File: src/design/aqpm_pkg.sv
package aqpm_pkg;

  localparam int unsigned GAIN_W  = 16;
  localparam int unsigned ACC_W   = 60;
  localparam int unsigned ERR_W   = 17;
  localparam int unsigned INTEG_W = 32;
  localparam int unsigned DER_W   = 34;
  localparam int unsigned RES_W   = 31;
  localparam int unsigned MIX_W   = 34;
  localparam int unsigned OUT_SHIFT = 29;

  localparam logic [11:0] SAFETY_FLOOR = 12'd1100;
  localparam logic [11:0] IDLE_PULSE   = 12'd1000;
  localparam logic [11:0] PULSE_MAX    = 12'd4095;

  localparam logic [15:0] GAIN_P_RST      = 16'd6144;
  localparam logic [15:0] GAIN_I_RST      = 16'd819;
  localparam logic [15:0] GAIN_D_RST      = 16'd410;
  localparam logic [15:0] TICK_PERIOD_RST = 16'd655;
  localparam logic [15:0] TICK_RATE_RST   = 16'd100;
  localparam logic [14:0] DEAD_BAND_RST   = 15'd26;

  typedef enum logic [2:0] {
    REG_GAIN_P, REG_GAIN_I, REG_GAIN_D, REG_TICK_PERIOD,
    REG_TICK_RATE, REG_DEAD_BAND, REG_ROLL_RATE_TGT, REG_PITCH_RATE_TGT
  } cfg_idx_e;

  typedef struct packed {
    logic load;
    logic clear;
  } mac_ctrl_t;

  function automatic logic [11:0] sat_pulse(logic signed [MIX_W-1:0] v);
    logic [11:0] r;
    if (v < 0) begin
      r = 12'd0;
    end else if (v > $signed({{(MIX_W-12){1'b0}}, PULSE_MAX})) begin
      r = PULSE_MAX;
    end else begin
      r = v[11:0];
    end
    return r;
  endfunction

endpackage

File: src/design/aqpm_mac.sv
module aqpm_mac
  import aqpm_pkg::*;
(
  input  logic                    clk_i,
  input  logic                    rst_ni,
  input  mac_ctrl_t               ctrl_i,
  input  logic signed [ACC_W-1:0] mcand_i,
  input  logic [GAIN_W-1:0]       mplier_i,
  output logic                    busy_o,
  output logic signed [ACC_W-1:0] acc_o
);

  logic signed [ACC_W-1:0] acc_q, mcand_q;
  logic [GAIN_W-1:0]       mplier_q;
  logic [4:0]              cnt_q;

  always_ff @(posedge clk_i or negedge rst_ni) begin
    if (!rst_ni) begin
      cnt_q <= '0;
    end else if (ctrl_i.load) begin
      cnt_q <= 5'(GAIN_W);
    end else if (cnt_q != '0) begin
      cnt_q <= cnt_q - 5'd1;
    end
  end

  // one multiplier bit per cycle, shift-add
  always_ff @(posedge clk_i) begin
    if (ctrl_i.load) begin
      mcand_q  <= mcand_i;
      mplier_q <= mplier_i;
      if (ctrl_i.clear) begin
        acc_q <= '0;
      end
    end else if (cnt_q != '0) begin
      if (mplier_q[0]) begin
        acc_q <= acc_q + mcand_q;
      end
      mcand_q  <= mcand_q <<< 1;
      mplier_q <= mplier_q >> 1;
    end
  end

  assign busy_o = (cnt_q != '0);
  assign acc_o  = acc_q;

endmodule

File: src/design/aqpm_div.sv
module aqpm_div #(
  parameter int unsigned DIVISOR = 8,
  parameter int unsigned WIDTH   = 19
) (
  input  logic                    clk_i,
  input  logic                    rst_ni,
  input  logic                    start_i,
  input  logic signed [WIDTH-1:0] dividend_i,
  output logic                    busy_o,
  output logic signed [WIDTH-1:0] quot_o
);

  localparam int unsigned RW = $clog2(DIVISOR) + 1;
  localparam int unsigned CW = $clog2(WIDTH + 1);

  logic [WIDTH-1:0] dvd_q;
  logic [RW-1:0]    rem_q, trial;
  logic             neg_q, qbit;
  logic [CW-1:0]    cnt_q;

  assign trial = {rem_q[RW-2:0], dvd_q[WIDTH-1]};
  assign qbit  = (trial >= RW'(DIVISOR));

  always_ff @(posedge clk_i or negedge rst_ni) begin
    if (!rst_ni) begin
      cnt_q <= '0;
    end else if (start_i) begin
      cnt_q <= CW'(WIDTH);
    end else if (cnt_q != '0) begin
      cnt_q <= cnt_q - CW'(1);
    end
  end

  // restoring division, one quotient bit per cycle
  always_ff @(posedge clk_i) begin
    if (start_i) begin
      neg_q <= dividend_i[WIDTH-1];
      dvd_q <= dividend_i[WIDTH-1] ? WIDTH'(-dividend_i) : WIDTH'(dividend_i);
      rem_q <= '0;
    end else if (cnt_q != '0) begin
      rem_q <= qbit ? (trial - RW'(DIVISOR)) : trial;
      dvd_q <= {dvd_q[WIDTH-2:0], qbit};
    end
  end

  assign busy_o = (cnt_q != '0);
  assign quot_o = neg_q ? -$signed(dvd_q) : $signed(dvd_q);

endmodule

File: src/design/quad_attitude_pid_mixer_top.sv
// Channel   | Direction | Payload
// s_axis    | in        | tdata: setpoints, angles, gyro rates, thrust, guard; tuser: emergency
// m_axis    | out       | tdata: four motor pulses
// cfg       | in        | cfg_index_i selects register, cfg_data_i value
//
// An item runs four loops and then the mix steps between accept and result, and the
// block returns to idle before the next accept. Each loop runs five products on the
// shared bit-serial multiplier (load, 16 shift-add steps, done) plus error, integrator
// and close steps; rate loops first run the serial window divider.
// A new item is taken once the previous result sits in the output register; the block
// waits only if that result is still not taken.
// Reset clears windows, integrators and previous errors and loads register defaults.
module quad_attitude_pid_mixer_top
  import aqpm_pkg::*;
#(
  parameter int unsigned WINDOW_LEN = 8
) (
  input  logic         clk_i,
  input  logic         rst_ni,
  input  logic         s_axis_tvalid_i,
  output logic         s_axis_tready_o,
  // roll_setpoint, pitch_setpoint, roll_angle, pitch_angle, roll_rate, pitch_rate,
  // thrust_command, guard_thrust
  input  logic [119:0] s_axis_tdata_i,
  // emergency
  input  logic         s_axis_tuser_i,
  output logic         m_axis_tvalid_o,
  input  logic         m_axis_tready_i,
  // motor_right_front, motor_left_front, motor_right_back, motor_left_back
  output logic [47:0]  m_axis_tdata_o,
  input  logic         cfg_valid_i,
  output logic         cfg_ready_o,
  input  logic [2:0]   cfg_index_i,
  input  logic [15:0]  cfg_data_i
);

  localparam int unsigned SUM_W = 16 + $clog2(WINDOW_LEN);

  typedef enum logic [3:0] {
    S_IDLE, S_DIV_GO, S_DIV_WAIT, S_ERR, S_MUL_GO, S_MUL_WAIT,
    S_INT, S_LOOP_END, S_MIX_A, S_MIX_B
  } state_e;

  typedef enum logic [2:0] {PH_INT, PH_DER, PH_P, PH_I, PH_D} phase_e;

  state_e state_q;
  phase_e ph_q;
  logic [1:0] li_q;

  logic [15:0] gain_p_q, gain_i_q, gain_d_q, tick_period_q, tick_rate_q;
  logic [14:0] dead_band_q;
  logic signed [15:0] roll_tgt_q, pitch_tgt_q;

  logic signed [15:0] roll_win_q [WINDOW_LEN];
  logic signed [15:0] pitch_win_q [WINDOW_LEN];
  logic signed [SUM_W-1:0] roll_sum_q, pitch_sum_q;

  logic signed [15:0] roll_sp_q, pitch_sp_q, roll_ang_q, pitch_ang_q;
  logic [11:0] thrust_q;
  logic        idle_q;

  logic signed [ERR_W-1:0]   e_q;
  logic signed [ERR_W-1:0]   prev_q [4];
  logic signed [INTEG_W-1:0] integ_q [4];
  logic signed [DER_W-1:0]   deriv_q;
  logic signed [RES_W-1:0]   res_q [4];
  logic signed [31:0]        mix_a_q, mix_b_q;

  logic        out_valid_q;
  logic [47:0] out_data_q;

  logic accept;
  assign accept = s_axis_tvalid_i && s_axis_tready_o;
  assign s_axis_tready_o = (state_q == S_IDLE);
  assign cfg_ready_o = 1'b1;
  assign m_axis_tvalid_o = out_valid_q;
  assign m_axis_tdata_o  = out_data_q;

  // serial units
  mac_ctrl_t mac_ctrl;
  logic signed [ACC_W-1:0] mac_mcand, mac_acc;
  logic [GAIN_W-1:0]       mac_mplier;
  logic                    mac_busy;

  logic                    div_start, div_busy;
  logic signed [SUM_W-1:0] div_dvd, div_quot;

  logic signed [ERR_W:0] dd;
  assign dd = (ERR_W+1)'(e_q) - (ERR_W+1)'(prev_q[li_q]);

  always_comb begin
    mac_ctrl.load  = (state_q == S_MUL_GO);
    mac_ctrl.clear = (ph_q == PH_INT) || (ph_q == PH_DER) || (ph_q == PH_P);
    case (ph_q)
      PH_INT: begin
        mac_mcand  = ACC_W'(e_q);
        mac_mplier = tick_period_q;
      end
      PH_DER: begin
        mac_mcand  = ACC_W'(dd);
        mac_mplier = tick_rate_q;
      end
      PH_P: begin
        mac_mcand  = ACC_W'(e_q) <<< 8;
        mac_mplier = gain_p_q;
      end
      PH_I: begin
        mac_mcand  = ACC_W'(integ_q[li_q]);
        mac_mplier = gain_i_q;
      end
      PH_D: begin
        mac_mcand  = ACC_W'(deriv_q) <<< 8;
        mac_mplier = gain_d_q;
      end
      default: begin
        mac_mcand  = '0;
        mac_mplier = '0;
      end
    endcase
  end

  aqpm_mac u_mac (
    .clk_i    (clk_i),
    .rst_ni   (rst_ni),
    .ctrl_i   (mac_ctrl),
    .mcand_i  (mac_mcand),
    .mplier_i (mac_mplier),
    .busy_o   (mac_busy),
    .acc_o    (mac_acc)
  );

  assign div_start = (state_q == S_DIV_GO);
  assign div_dvd   = (li_q == 2'd2) ? roll_sum_q : pitch_sum_q;

  aqpm_div #(
    .DIVISOR (WINDOW_LEN),
    .WIDTH   (SUM_W)
  ) u_div (
    .clk_i      (clk_i),
    .rst_ni     (rst_ni),
    .start_i    (div_start),
    .dividend_i (div_dvd),
    .busy_o     (div_busy),
    .quot_o     (div_quot)
  );

  // loop error
  logic signed [15:0]      mean;
  logic signed [ERR_W-1:0] e_d;
  assign mean = div_quot[15:0];
  always_comb begin
    case (li_q)
      2'd0:    e_d = ERR_W'(roll_sp_q) - ERR_W'(roll_ang_q);
      2'd1:    e_d = ERR_W'(pitch_sp_q) - ERR_W'(pitch_ang_q);
      2'd2:    e_d = ERR_W'(roll_tgt_q) - ERR_W'(mean);
      default: e_d = ERR_W'(pitch_tgt_q) - ERR_W'(mean);
    endcase
  end

  // integrator update
  logic [ERR_W-1:0]          e_mag;
  logic signed [24:0]        inc;
  logic signed [INTEG_W:0]   integ_sum;
  logic signed [INTEG_W-1:0] integ_d;
  assign e_mag     = e_q[ERR_W-1] ? ERR_W'(-e_q) : ERR_W'(e_q);
  assign inc       = mac_acc[32:8];
  assign integ_sum = (INTEG_W+1)'(integ_q[li_q]) + (INTEG_W+1)'(inc);
  always_comb begin
    if (integ_sum[INTEG_W] != integ_sum[INTEG_W-1]) begin
      integ_d = integ_sum[INTEG_W] ? {1'b1, {(INTEG_W-1){1'b0}}} : {1'b0, {(INTEG_W-1){1'b1}}};
    end else begin
      integ_d = integ_sum[INTEG_W-1:0];
    end
  end

  // truncate toward zero
  logic signed [ACC_W-1:0] acc_bias;
  logic signed [RES_W-1:0] res_d;
  assign acc_bias = mac_acc + (mac_acc[ACC_W-1] ? ACC_W'((64'd1 << OUT_SHIFT) - 64'd1) : '0);
  assign res_d    = RES_W'(acc_bias >>> OUT_SHIFT);

  // mixer
  logic signed [MIX_W-1:0] base, ma, mb;
  assign base = MIX_W'({1'b0, thrust_q});
  assign ma   = MIX_W'(mix_a_q);
  assign mb   = MIX_W'(mix_b_q);

  always_ff @(posedge clk_i or negedge rst_ni) begin
    if (!rst_ni) begin
      gain_p_q      <= GAIN_P_RST;
      gain_i_q      <= GAIN_I_RST;
      gain_d_q      <= GAIN_D_RST;
      tick_period_q <= TICK_PERIOD_RST;
      tick_rate_q   <= TICK_RATE_RST;
      dead_band_q   <= DEAD_BAND_RST;
      roll_tgt_q    <= '0;
      pitch_tgt_q   <= '0;
    end else if (cfg_valid_i && cfg_ready_o) begin
      case (cfg_idx_e'(cfg_index_i))
        REG_GAIN_P:         gain_p_q      <= cfg_data_i;
        REG_GAIN_I:         gain_i_q      <= cfg_data_i;
        REG_GAIN_D:         gain_d_q      <= cfg_data_i;
        REG_TICK_PERIOD:    tick_period_q <= cfg_data_i;
        REG_TICK_RATE:      tick_rate_q   <= cfg_data_i;
        REG_DEAD_BAND:      dead_band_q   <= cfg_data_i[14:0];
        REG_ROLL_RATE_TGT:  roll_tgt_q    <= cfg_data_i;
        REG_PITCH_RATE_TGT: pitch_tgt_q   <= cfg_data_i;
        default: ;
      endcase
    end
  end

  always_ff @(posedge clk_i or negedge rst_ni) begin
    if (!rst_ni) begin
      for (int k = 0; k < WINDOW_LEN; k++) begin
        roll_win_q[k]  <= '0;
        pitch_win_q[k] <= '0;
      end
      roll_sum_q  <= '0;
      pitch_sum_q <= '0;
    end else if (accept) begin
      roll_win_q[0]  <= s_axis_tdata_i[79:64];
      pitch_win_q[0] <= s_axis_tdata_i[95:80];
      for (int k = 1; k < WINDOW_LEN; k++) begin
        roll_win_q[k]  <= roll_win_q[k-1];
        pitch_win_q[k] <= pitch_win_q[k-1];
      end
      roll_sum_q  <= roll_sum_q + SUM_W'($signed(s_axis_tdata_i[79:64]))
                     - SUM_W'(roll_win_q[WINDOW_LEN-1]);
      pitch_sum_q <= pitch_sum_q + SUM_W'($signed(s_axis_tdata_i[95:80]))
                     - SUM_W'(pitch_win_q[WINDOW_LEN-1]);
    end
  end

  always_ff @(posedge clk_i) begin
    if (accept) begin
      roll_sp_q   <= s_axis_tdata_i[15:0];
      pitch_sp_q  <= s_axis_tdata_i[31:16];
      roll_ang_q  <= s_axis_tdata_i[47:32];
      pitch_ang_q <= s_axis_tdata_i[63:48];
      thrust_q    <= s_axis_tdata_i[107:96];
      idle_q      <= s_axis_tuser_i || (s_axis_tdata_i[119:108] < SAFETY_FLOOR);
    end
    if (state_q == S_ERR) begin
      e_q <= e_d;
    end
    if ((state_q == S_MUL_WAIT) && !mac_busy && (ph_q == PH_DER)) begin
      deriv_q <= mac_acc[DER_W-1:0];
    end
    if (state_q == S_LOOP_END) begin
      res_q[li_q] <= res_d;
    end
    if (state_q == S_MIX_A) begin
      mix_a_q <= 32'(res_q[0]) - 32'(res_q[2]);
      mix_b_q <= 32'(res_q[3]) - 32'(res_q[1]);
    end
  end

  always_ff @(posedge clk_i or negedge rst_ni) begin
    if (!rst_ni) begin
      state_q     <= S_IDLE;
      ph_q        <= PH_INT;
      li_q        <= '0;
      out_valid_q <= 1'b0;
      out_data_q  <= '0;
      for (int k = 0; k < 4; k++) begin
        prev_q[k]  <= '0;
        integ_q[k] <= '0;
      end
    end else begin
      if ((state_q == S_MIX_B) && (!out_valid_q || m_axis_tready_i)) begin
        out_valid_q <= 1'b1;
      end else if (out_valid_q && m_axis_tready_i) begin
        out_valid_q <= 1'b0;
      end
      case (state_q)
        S_IDLE: begin
          if (accept) begin
            li_q    <= '0;
            state_q <= S_ERR;
          end
        end
        S_DIV_GO: state_q <= S_DIV_WAIT;
        S_DIV_WAIT: begin
          if (!div_busy) begin
            state_q <= S_ERR;
          end
        end
        S_ERR: begin
          ph_q    <= PH_INT;
          state_q <= S_MUL_GO;
        end
        S_MUL_GO: state_q <= S_MUL_WAIT;
        S_MUL_WAIT: begin
          if (!mac_busy) begin
            case (ph_q)
              PH_INT: state_q <= S_INT;
              PH_DER: begin
                ph_q    <= PH_P;
                state_q <= S_MUL_GO;
              end
              PH_P: begin
                ph_q    <= PH_I;
                state_q <= S_MUL_GO;
              end
              PH_I: begin
                ph_q    <= PH_D;
                state_q <= S_MUL_GO;
              end
              default: state_q <= S_LOOP_END;
            endcase
          end
        end
        S_INT: begin
          if (e_mag > {2'b00, dead_band_q}) begin
            integ_q[li_q] <= integ_d;
          end
          ph_q    <= PH_DER;
          state_q <= S_MUL_GO;
        end
        S_LOOP_END: begin
          prev_q[li_q] <= e_q;
          if (li_q == 2'd3) begin
            state_q <= S_MIX_A;
          end else begin
            li_q    <= li_q + 2'd1;
            state_q <= (li_q == 2'd0) ? S_ERR : S_DIV_GO;
          end
        end
        S_MIX_A: state_q <= S_MIX_B;
        S_MIX_B: begin
          if (!out_valid_q || m_axis_tready_i) begin
            if (idle_q) begin
              out_data_q <= {IDLE_PULSE, IDLE_PULSE, IDLE_PULSE, IDLE_PULSE};
              for (int k = 0; k < 4; k++) begin
                integ_q[k] <= '0;
              end
            end else begin
              out_data_q <= {sat_pulse(base - ma - mb), sat_pulse(base + ma - mb),
                             sat_pulse(base - ma + mb), sat_pulse(base + ma + mb)};
            end
            state_q <= S_IDLE;
          end
        end
        default: state_q <= S_IDLE;
      endcase
    end
  end

  a_idle_mac_quiet: assert property (@(posedge clk_i) disable iff (!rst_ni)
    (state_q == S_IDLE) |-> !mac_busy && !div_busy)
    else $error("serial unit busy while idle");

  a_out_from_mix: assert property (@(posedge clk_i) disable iff (!rst_ni)
    $rose(m_axis_tvalid_o) |-> $past(state_q == S_MIX_B))
    else $error("result raised outside mix step");

  a_loop_end_done: assert property (@(posedge clk_i) disable iff (!rst_ni)
    (state_q == S_LOOP_END) |-> !mac_busy && (ph_q == PH_D))
    else $error("loop closed before last product");

endmodule
File: config.mk
export PLATFORM = sky130hd
export DESIGN_NAME = quad_attitude_pid_mixer_top
export DESIGN_NICKNAME = d
export VERILOG_FILES = /design/src/design/aqpm_pkg.sv /design/src/design/aqpm_mac.sv /design/src/design/aqpm_div.sv /design/src/design/quad_attitude_pid_mixer_top.sv
export SDC_FILE = /design/constraint.sdc
export NUM_CORES = 2
export LEC_CHECK = 0
export BUFFER_PORTS_ARGS = -buffer_cell sky130_fd_sc_hd__buf_2
export CAP_MARGIN = 10
export CORE_MARGIN = 2
export CORE_UTILIZATION = 58
export DETAILED_ROUTE_END_ITERATION = 8
export PLACE_DENSITY = 0.78
export SYNTH_ARGS = -nofsm -noshare
export SYNTH_HDL_FRONTEND = slang
export SYNTH_SLANG_ARGS = --single-unit
File: constraint.sdc
create_clock -name clk_i -period 6.45 [get_ports clk_i]
set_clock_uncertainty 0.2 [all_clocks]
set_input_delay 1.29 -clock clk_i [delete_from_list [all_inputs] [get_ports clk_i]]
set_output_delay 1.29 -clock clk_i [all_outputs]
set_load 0.01 [all_outputs]
==> Word-level counts from Yosys, hierarchy flattened <==
Memories as Yosys holds them, arrays and structs flattened.
Cells that the tools add are included.
{ "totals": {"regBits": 1036, "latch_bits": 0, "ram_bits": 124, "romBits": 0, "input_bits": 145, "output_inout_bits": 51, "word_cells": 241, "memories": 1} }
{ "mem_list": {"columns": ["name", "words", "width", "read_ports", "rd_ports_with_merged_regs", "wr", "line_no", "source"], "rows": [
  ["res_q", 4, 31, 4, 0, 1, "quad_attitude_pid_mixer_top.sv:66", "logic signed [RES_W-1:0] res_q [4];"]
]} }
{ "op_classes": {"addsub": 27, "mul": 0, "n_div": 0, "order_cmp": 13, "eq_ne": 33, "n_shift": 0, "mux": 68, "bitwise_logic": 1, "reduce_logical": 41} }
{ "ops": {"columns": ["operator", "n"], "rows": [
  ["$mux 128", 3],
  ["$mux 60", 6],
  ["$pmux 60 s5", 1],
  ["$pmux 128 s2", 1],
  ["$mux 32", 5],
  ["$gt 34x13->1 const B", 4],
  ["$lt 34x1->1 const B", 4],
  ["$bwmux 128", 1],
  ["$mux 12", 8],
  ["$pmux 16 s5", 1],
  ["$mux 19", 4],
  ["$add 33x32->34", 2],
  ["$bwmux 68", 1],
  ["$mux 17", 4],
  ["$sub 16x16->17", 4],
  ["$sub 33x32->34", 2],
  ["$bmux 32 s2", 1],
  ["$demux 32 s2", 1],
  ["$sub 31x31->32", 2],
  ["$add 60x29->60", 1],
  ["$add 60x60->60", 1],
  ["$pmux 17 s3", 1],
  ["$mux 16", 3],
  ["$mux 48", 1],
  ["56 further kinds", 121]
]} }

==> Depth between registers and ports, before layout <==
{ "depth": {"word_depth": 10, "ltp_mapped": 30, "mapped_depth_nobuf": 26} }

==> By module <==
A second synthesis with hierarchy kept.
{ "hier_totals": {"hier_cells": 7265, "area_unflattened_um2": 71608.7} }
{ "by_module_without_submodules": {"columns": ["module", "n_inst", "cells_per_inst", "area_each_um2", "seq_area_each_um2"], "rows": [
  ["quad_attitude_pid_mixer_top", 1, 6199, 60548.1, 26411.6],
  ["aqpm_mac", 1, 838, 9063.7, 4209.0],
  ["aqpm_div", 1, 228, 1996.9, 785.8]
]} }

==> Worst setup path after synthesis <==
OpenSTA, ideal clock, no wires.
{ "synth_path": {"kind": "register -> register", "from": "reg li_q[0]", "to": "reg e_q[15], data pin", "setup_ns": 0.272, "arrival_time_ns": 6.297, "path_slack_ns": -0.319, "stages_incl_launch_ff": 25, "path_buffers": 9, "synth_period_minus_slack_ns": 6.769, "path_cell_list": "dfrtp_1 > clkbuf_1 > clkbuf_1 > clkbuf_1 > buf_1 > inv_1 > ha_1 > clkbuf_1 > buf_1 > clkbuf_1 > clkbuf_1 > buf_1 > mux2_2 > ha_1 > nor2b_1 > o21ai_0 > a21oi_1 > o21ai_0 > a21boi_0 > o21ai_0 > a21oi_1 > o41ai_1 > o211ai_1 > xnor2_1 > o221ai_1"} }
{ "synth_between": {"elab_chain_len": 2, "word_cells_on_any_way": 4, "cone_classes": "2 x eq/ne; 1 x mux; 1 x reduce/logical"} }
{ "synth_lines": {"columns": ["element", "line_no", "source"], "rows": [
  ["from (decl)", "quad_attitude_pid_mixer_top.sv:48", "logic [1:0] li_q;"],
  ["from (signal assigned)", "quad_attitude_pid_mixer_top.sv:326", "li_q <= li_q + 2'd1;"],
  ["$eq 2x2->1, or another cell as far along", "quad_attitude_pid_mixer_top.sv:152", "case (li_q)"],
  ["$pmux 17 s3 *", "quad_attitude_pid_mixer_top.sv:152", null],
  ["net e_d[15]", "quad_attitude_pid_mixer_top.sv:149", "logic signed [ERR_W-1:0] e_d;"],
  ["to (signal assigned)", "quad_attitude_pid_mixer_top.sv:245", "e_q <= e_d;"],
  ["to (decl)", "quad_attitude_pid_mixer_top.sv:62", "logic signed [ERR_W-1:0] e_q;"]
]} }
The timed path passes the listed nets; every way through them passes the cells marked *.
A chain may end at the register's enable or synchronous reset.

==> Worst setup path in the final report <==
{ "layout_path": {"from": "reg thrust_q[0]", "to": "reg out_data_q[27] (netlist: m_axis_tdata_o[27])"} }
{ "layout_between": {"elab_chain_len": 6, "word_cells_on_any_way": 7, "cone_classes": "2 x add/sub; 2 x order compare; 3 x mux"} }
{ "layout_lines": {"columns": ["element", "line_no", "source"], "rows": [
  ["from (decl)", "quad_attitude_pid_mixer_top.sv:59", "logic [11:0] thrust_q;"],
  ["from (signal assigned)", "quad_attitude_pid_mixer_top.sv:241", "thrust_q <= s_axis_tdata_i[107:96];"],
  ["$add 13x32->33 *", "quad_attitude_pid_mixer_top.sv:339", "out_data_q <= {sat_pulse(base - ma - mb), sat_pulse(base + ma - mb),"],
  ["$sub 33x32->34 *", "quad_attitude_pid_mixer_top.sv:339", null],
  ["$gt 34x13->1", "aqpm_pkg.sv:37", "end else if (v > $signed({{(MIX_W-12){1'b0}}, PULSE_MAX})) begin"],
  ["$mux 12", "aqpm_pkg.sv:37", null],
  ["$mux 12 *", "aqpm_pkg.sv:35", "if (v < 0) begin"],
  ["$mux 48 *", "quad_attitude_pid_mixer_top.sv:333", "if (idle_q) begin"],
  ["to (signal assigned)", "quad_attitude_pid_mixer_top.sv:334", "out_data_q <= {IDLE_PULSE, IDLE_PULSE, IDLE_PULSE, IDLE_PULSE};"],
  ["to (signal assigned)", "quad_attitude_pid_mixer_top.sv:339", null],
  ["to (decl)", "quad_attitude_pid_mixer_top.sv:70", "logic [47:0] out_data_q;"]
]} }
Every way passes the cells marked *; elsewhere a longest branch is shown, timed or not.

==> results.sh <==
export IMPL_finalSetupViolations=0
export IMPL_ios=196
export IMPL_yosys_most_used_dff="dfrtp_1"
export IMPL_cts_buffers=118
export IMPL_fp_dieW_um=355
export IMPL_worst_pin_slew_ns=1.22
export IMPL_cap_viol_max_count=0
export IMPL_clk_path_buf_depth=3
export IMPL_grt_max_degree=277
export IMPL_antenna_found_initial=8
export IMPL_place_gp_congestion=1.03
export IMPL_hold_end="roll_win_q[47]"
export IMPL_min_from="roll_win_q[63]"
export IMPL_syn_area_per_cell_um2=9.65
export IMPL_grt_usage_pct=32.1
export IMPL_core_mm2=0.122
export IMPL_wl_met1_um=82000
export IMPL_syn_area_mm2=0.0713
export IMPL_slew_limit_headroom_pct=18.5
export IMPL_min_period_over_period_pct=98.5
export IMPL_dp_cells=9358
export IMPL_via_per_inst=6.11
export IMPL_min_path_type="flop to flop"
export IMPL_fp_row_count=128
export IMPL_dp_hpwl_um=151000
export IMPL_synth_edf_count=472
export IMPL_crit_type="flop to flop"
export IMPL_fillCellCount=9175
export IMPL_wl_met3_um=14800
export IMPL_initialDrtViolationCount=5935
export IMPL_critPathRequiredTime_ns=6.86
export IMPL_crit_slowest_cell="or4_4"
export IMPL_synth_cell_type_count=105
export IMPL_area_growth_pct=15.9
export IMPL_wl_per_cell_um=21.3
export IMPL_p_leak_nw=37.6
export IMPL_wl_um=205000
export IMPL_fmax_mhz=157
export IMPL_ys_ff_latch=1160
export IMPL_cts_sinks=1160
export IMPL_hold_viol_final=0
export IMPL_rr_worst_depth=31
export IMPL_hold_slack_ns=0.262
export IMPL_rsz0062_at_grt="yes"
export IMPL_yosysTopAreaCell="dfrtp_1"
export IMPL_grt_overflow=0
export IMPL_routed_top_layer="met5"
export IMPL_clk_pin_slew_worst_paths_ns=0.06
export IMPL_yosysMostFrequentCell="nand2_1"
export IMPL_final_cells=9629
export IMPL_dr_wl_met2_um=97200
export IMPL_cp_start_kind="flop"
export IMPL_portBuffers=192
export IMPL_r2r_end="m_axis_tdata_o[27]"
export IMPL_dpl_worst_slack_ns=-0.589
export IMPL_synth_top_area_share_pct=23.2
export IMPL_syn_nets=8047
export IMPL_cp_data_arrival_time_ns=6.77
export IMPL_ant_nets=0
export IMPL_worst_slack_ns=0.0987
export IMPL_cts_tree="yes"
export IMPL_num_vias=58800
export IMPL_grt_pass1_vias=58400
export IMPL_regToRegStartpoint="thrust_q[0]"
export IMPL_period_minus_slack_ns=6.35
export IMPL_die_y_um=355
export IMPL_powerDensity_mw_per_mm2=502
export IMPL_drc=0
export IMPL_finalMaxSlewViolations=0
export IMPL_synth_commonest_cells="nand2_1, dfrtp_1, inv_1"
export IMPL_hold_depth=2
export IMPL_drive_gt1_share_pct=18.1
export IMPL_seq_area_frac_synth_pct=44.1
export IMPL_synth_async_sr_flop_share_pct=59.1
export IMPL_start_util_pct=58.5
export IMPL_finalNetCount=8557
export IMPL_synth_area_leaders="dfrtp_1, edfxtp_1, ha_1"
export IMPL_htree_num_levels=3
export IMPL_cp_max_fo=6
export IMPL_outcome="completed"
export IMPL_first_pass_iters=6
export IMPL_r2r_setup_slack_ns=0.1
export IMPL_endpoint_kind="flop"
export IMPL_max_stage_delay_ns=0.53
export IMPL_yosysWarningCount=0
export IMPL_power_total_mw=41.4
export IMPL_cp_top_family="compound AO/OA/AOI/OAI gates"
export IMPL_ir_drop_uv=399
export IMPL_insertion_delay_ns=0.78
export IMPL_synth_cells=7384
export IMPL_grt_pass1_wl_um=320000
export IMPL_crit_buf_inv=7
export IMPL_cts_root_buffer="clkbuf_16"
export IMPL_cts_hold_buf=0
export IMPL_dieArea_mm2=0.126
## layer usage
metal | up-vias | global-route usage (%)
li1 | 27200 | -
met1 | 28600 | 41.0
met2 | 2480 | 53.5
met3 | 532 | 5.28
met4 | 4 | 14.9
met5 | - | 0
## sequential cells by signal (all words and copies together) (netlist names), 17 cells and up
register and cells:
mix_a_q 32, pitch_sum_q 19, integ_q 128, m_axis_tdata_o 48, pitch_win_q 128, roll_sum_q 19, mix_b_q 32, u_div.dvd_q 19
e_q 17, u_mac.mcand_q 60, prev_q 68, roll_win_q 128, u_mac.acc_o 60, deriv_q 34, res_q 124
## layout make-up
class,instances,area (um2),share of cell area [%]
inverter,522,1970,2.39
tap,1625,2030,2.46
clock inverter,60,802,0.971
sequential,1160,31400,38.0
antenna,5,12.5,0.0152
multi-input combinational,5402,37900,45.9
clock buffer,165,3530,4.27
timing repair buffer,690,4920,5.96
## cells in the final DEF, fill, tap and decap left out, types with 61 or more instances in the layout
cell type	synthesis	routed
xor2_1	140	132
inv_1	516	511
o21ai_0	496	467
buf_4	1	474
edfxtp_1	472	472
ha_1	468	448
nor2b_1	93	87
mux2i_1	67	66
xnor2_1	255	247
clkbuf_16	0	127
and3_1	70	69
nand2_1	1269	1264
mux2_2	224	223
nor2_1	390	383
nand3_1	116	115
buf_2	14	191
dfrtp_1	660	657
a21oi_1	384	359
a21o_1	147	146
nor3_1	114	101
a31oi_1	61	61
nand2b_1	81	80
## cell families (layout without fill, tap and decap cells)
kind of cell	after synthesis	count (layout)	share of synthesized area, %
simple gates	2431	2431	15.5
compound gates	1716	1716	15.6
flops	1160	1160	44.1
buf+inv	822	1437	4.39
fa+ha+maj	519	519	9.64
xor+xnor	395	395	4.85
mux	340	340	6.03
other cells	1	6	0.00526
## report_power, final
part | switching [mW] | internal, mW
combinational | 12.6 | 8.54
clock | 3.08 | 4.38
sequential | 1.96 | 10.9
## worst max path at each step
stage,to,cells past startpoint,from,slack (ns)
after global placement,m_axis_tdata_o[19],27,thrust_q[0],-0.58
after detailed placement,m_axis_tdata_o[19],27,thrust_q[0],-0.59
after CTS,m_axis_tdata_o[47],30,mix_a_q[1],0.0009
after floorplan,e_q[15],24,li_q[0],0.03
final,m_axis_tdata_o[27],31,thrust_q[0],0.1
after global routing,m_axis_tdata_o[30],30,thrust_q[0],-0.20
## repair_timing
item	in CTS	in global routing
gates cloned	0	1
setup buffers	9	31
pin swaps	20	67
resized for setup	54	181
setup endpoints to repair	48	48
## per-stage QoR
step / instance area [um2] / setup TNS (ns) / util [%]
after CTS: 81500 / 0 / 66.9
after global routing: 82600 / -2.75 / 67.8
after floorplan: 71300 / 0 / -
final: 82600 / 0 / 67.8
after detailed placement: 76900 / -12.09 / 63.1
after global placement: 76900 / -11.16 / 63.1
## worst register-to-register path: cells and delay by family (launching register included)
kind / cells / cell delay, ns
adders and majority gates: 3 / 0.67
and+or+nand+nor: 7 / 1.72
xor gates and xnor gates: 1 / 0.14
buffers and inverters: 7 / 1.01
DFF: 1 / 0.41
AOI/OAI and AO/OA: 13 / 2.08
Note: power is estimated with default switching activity, not from simulation.
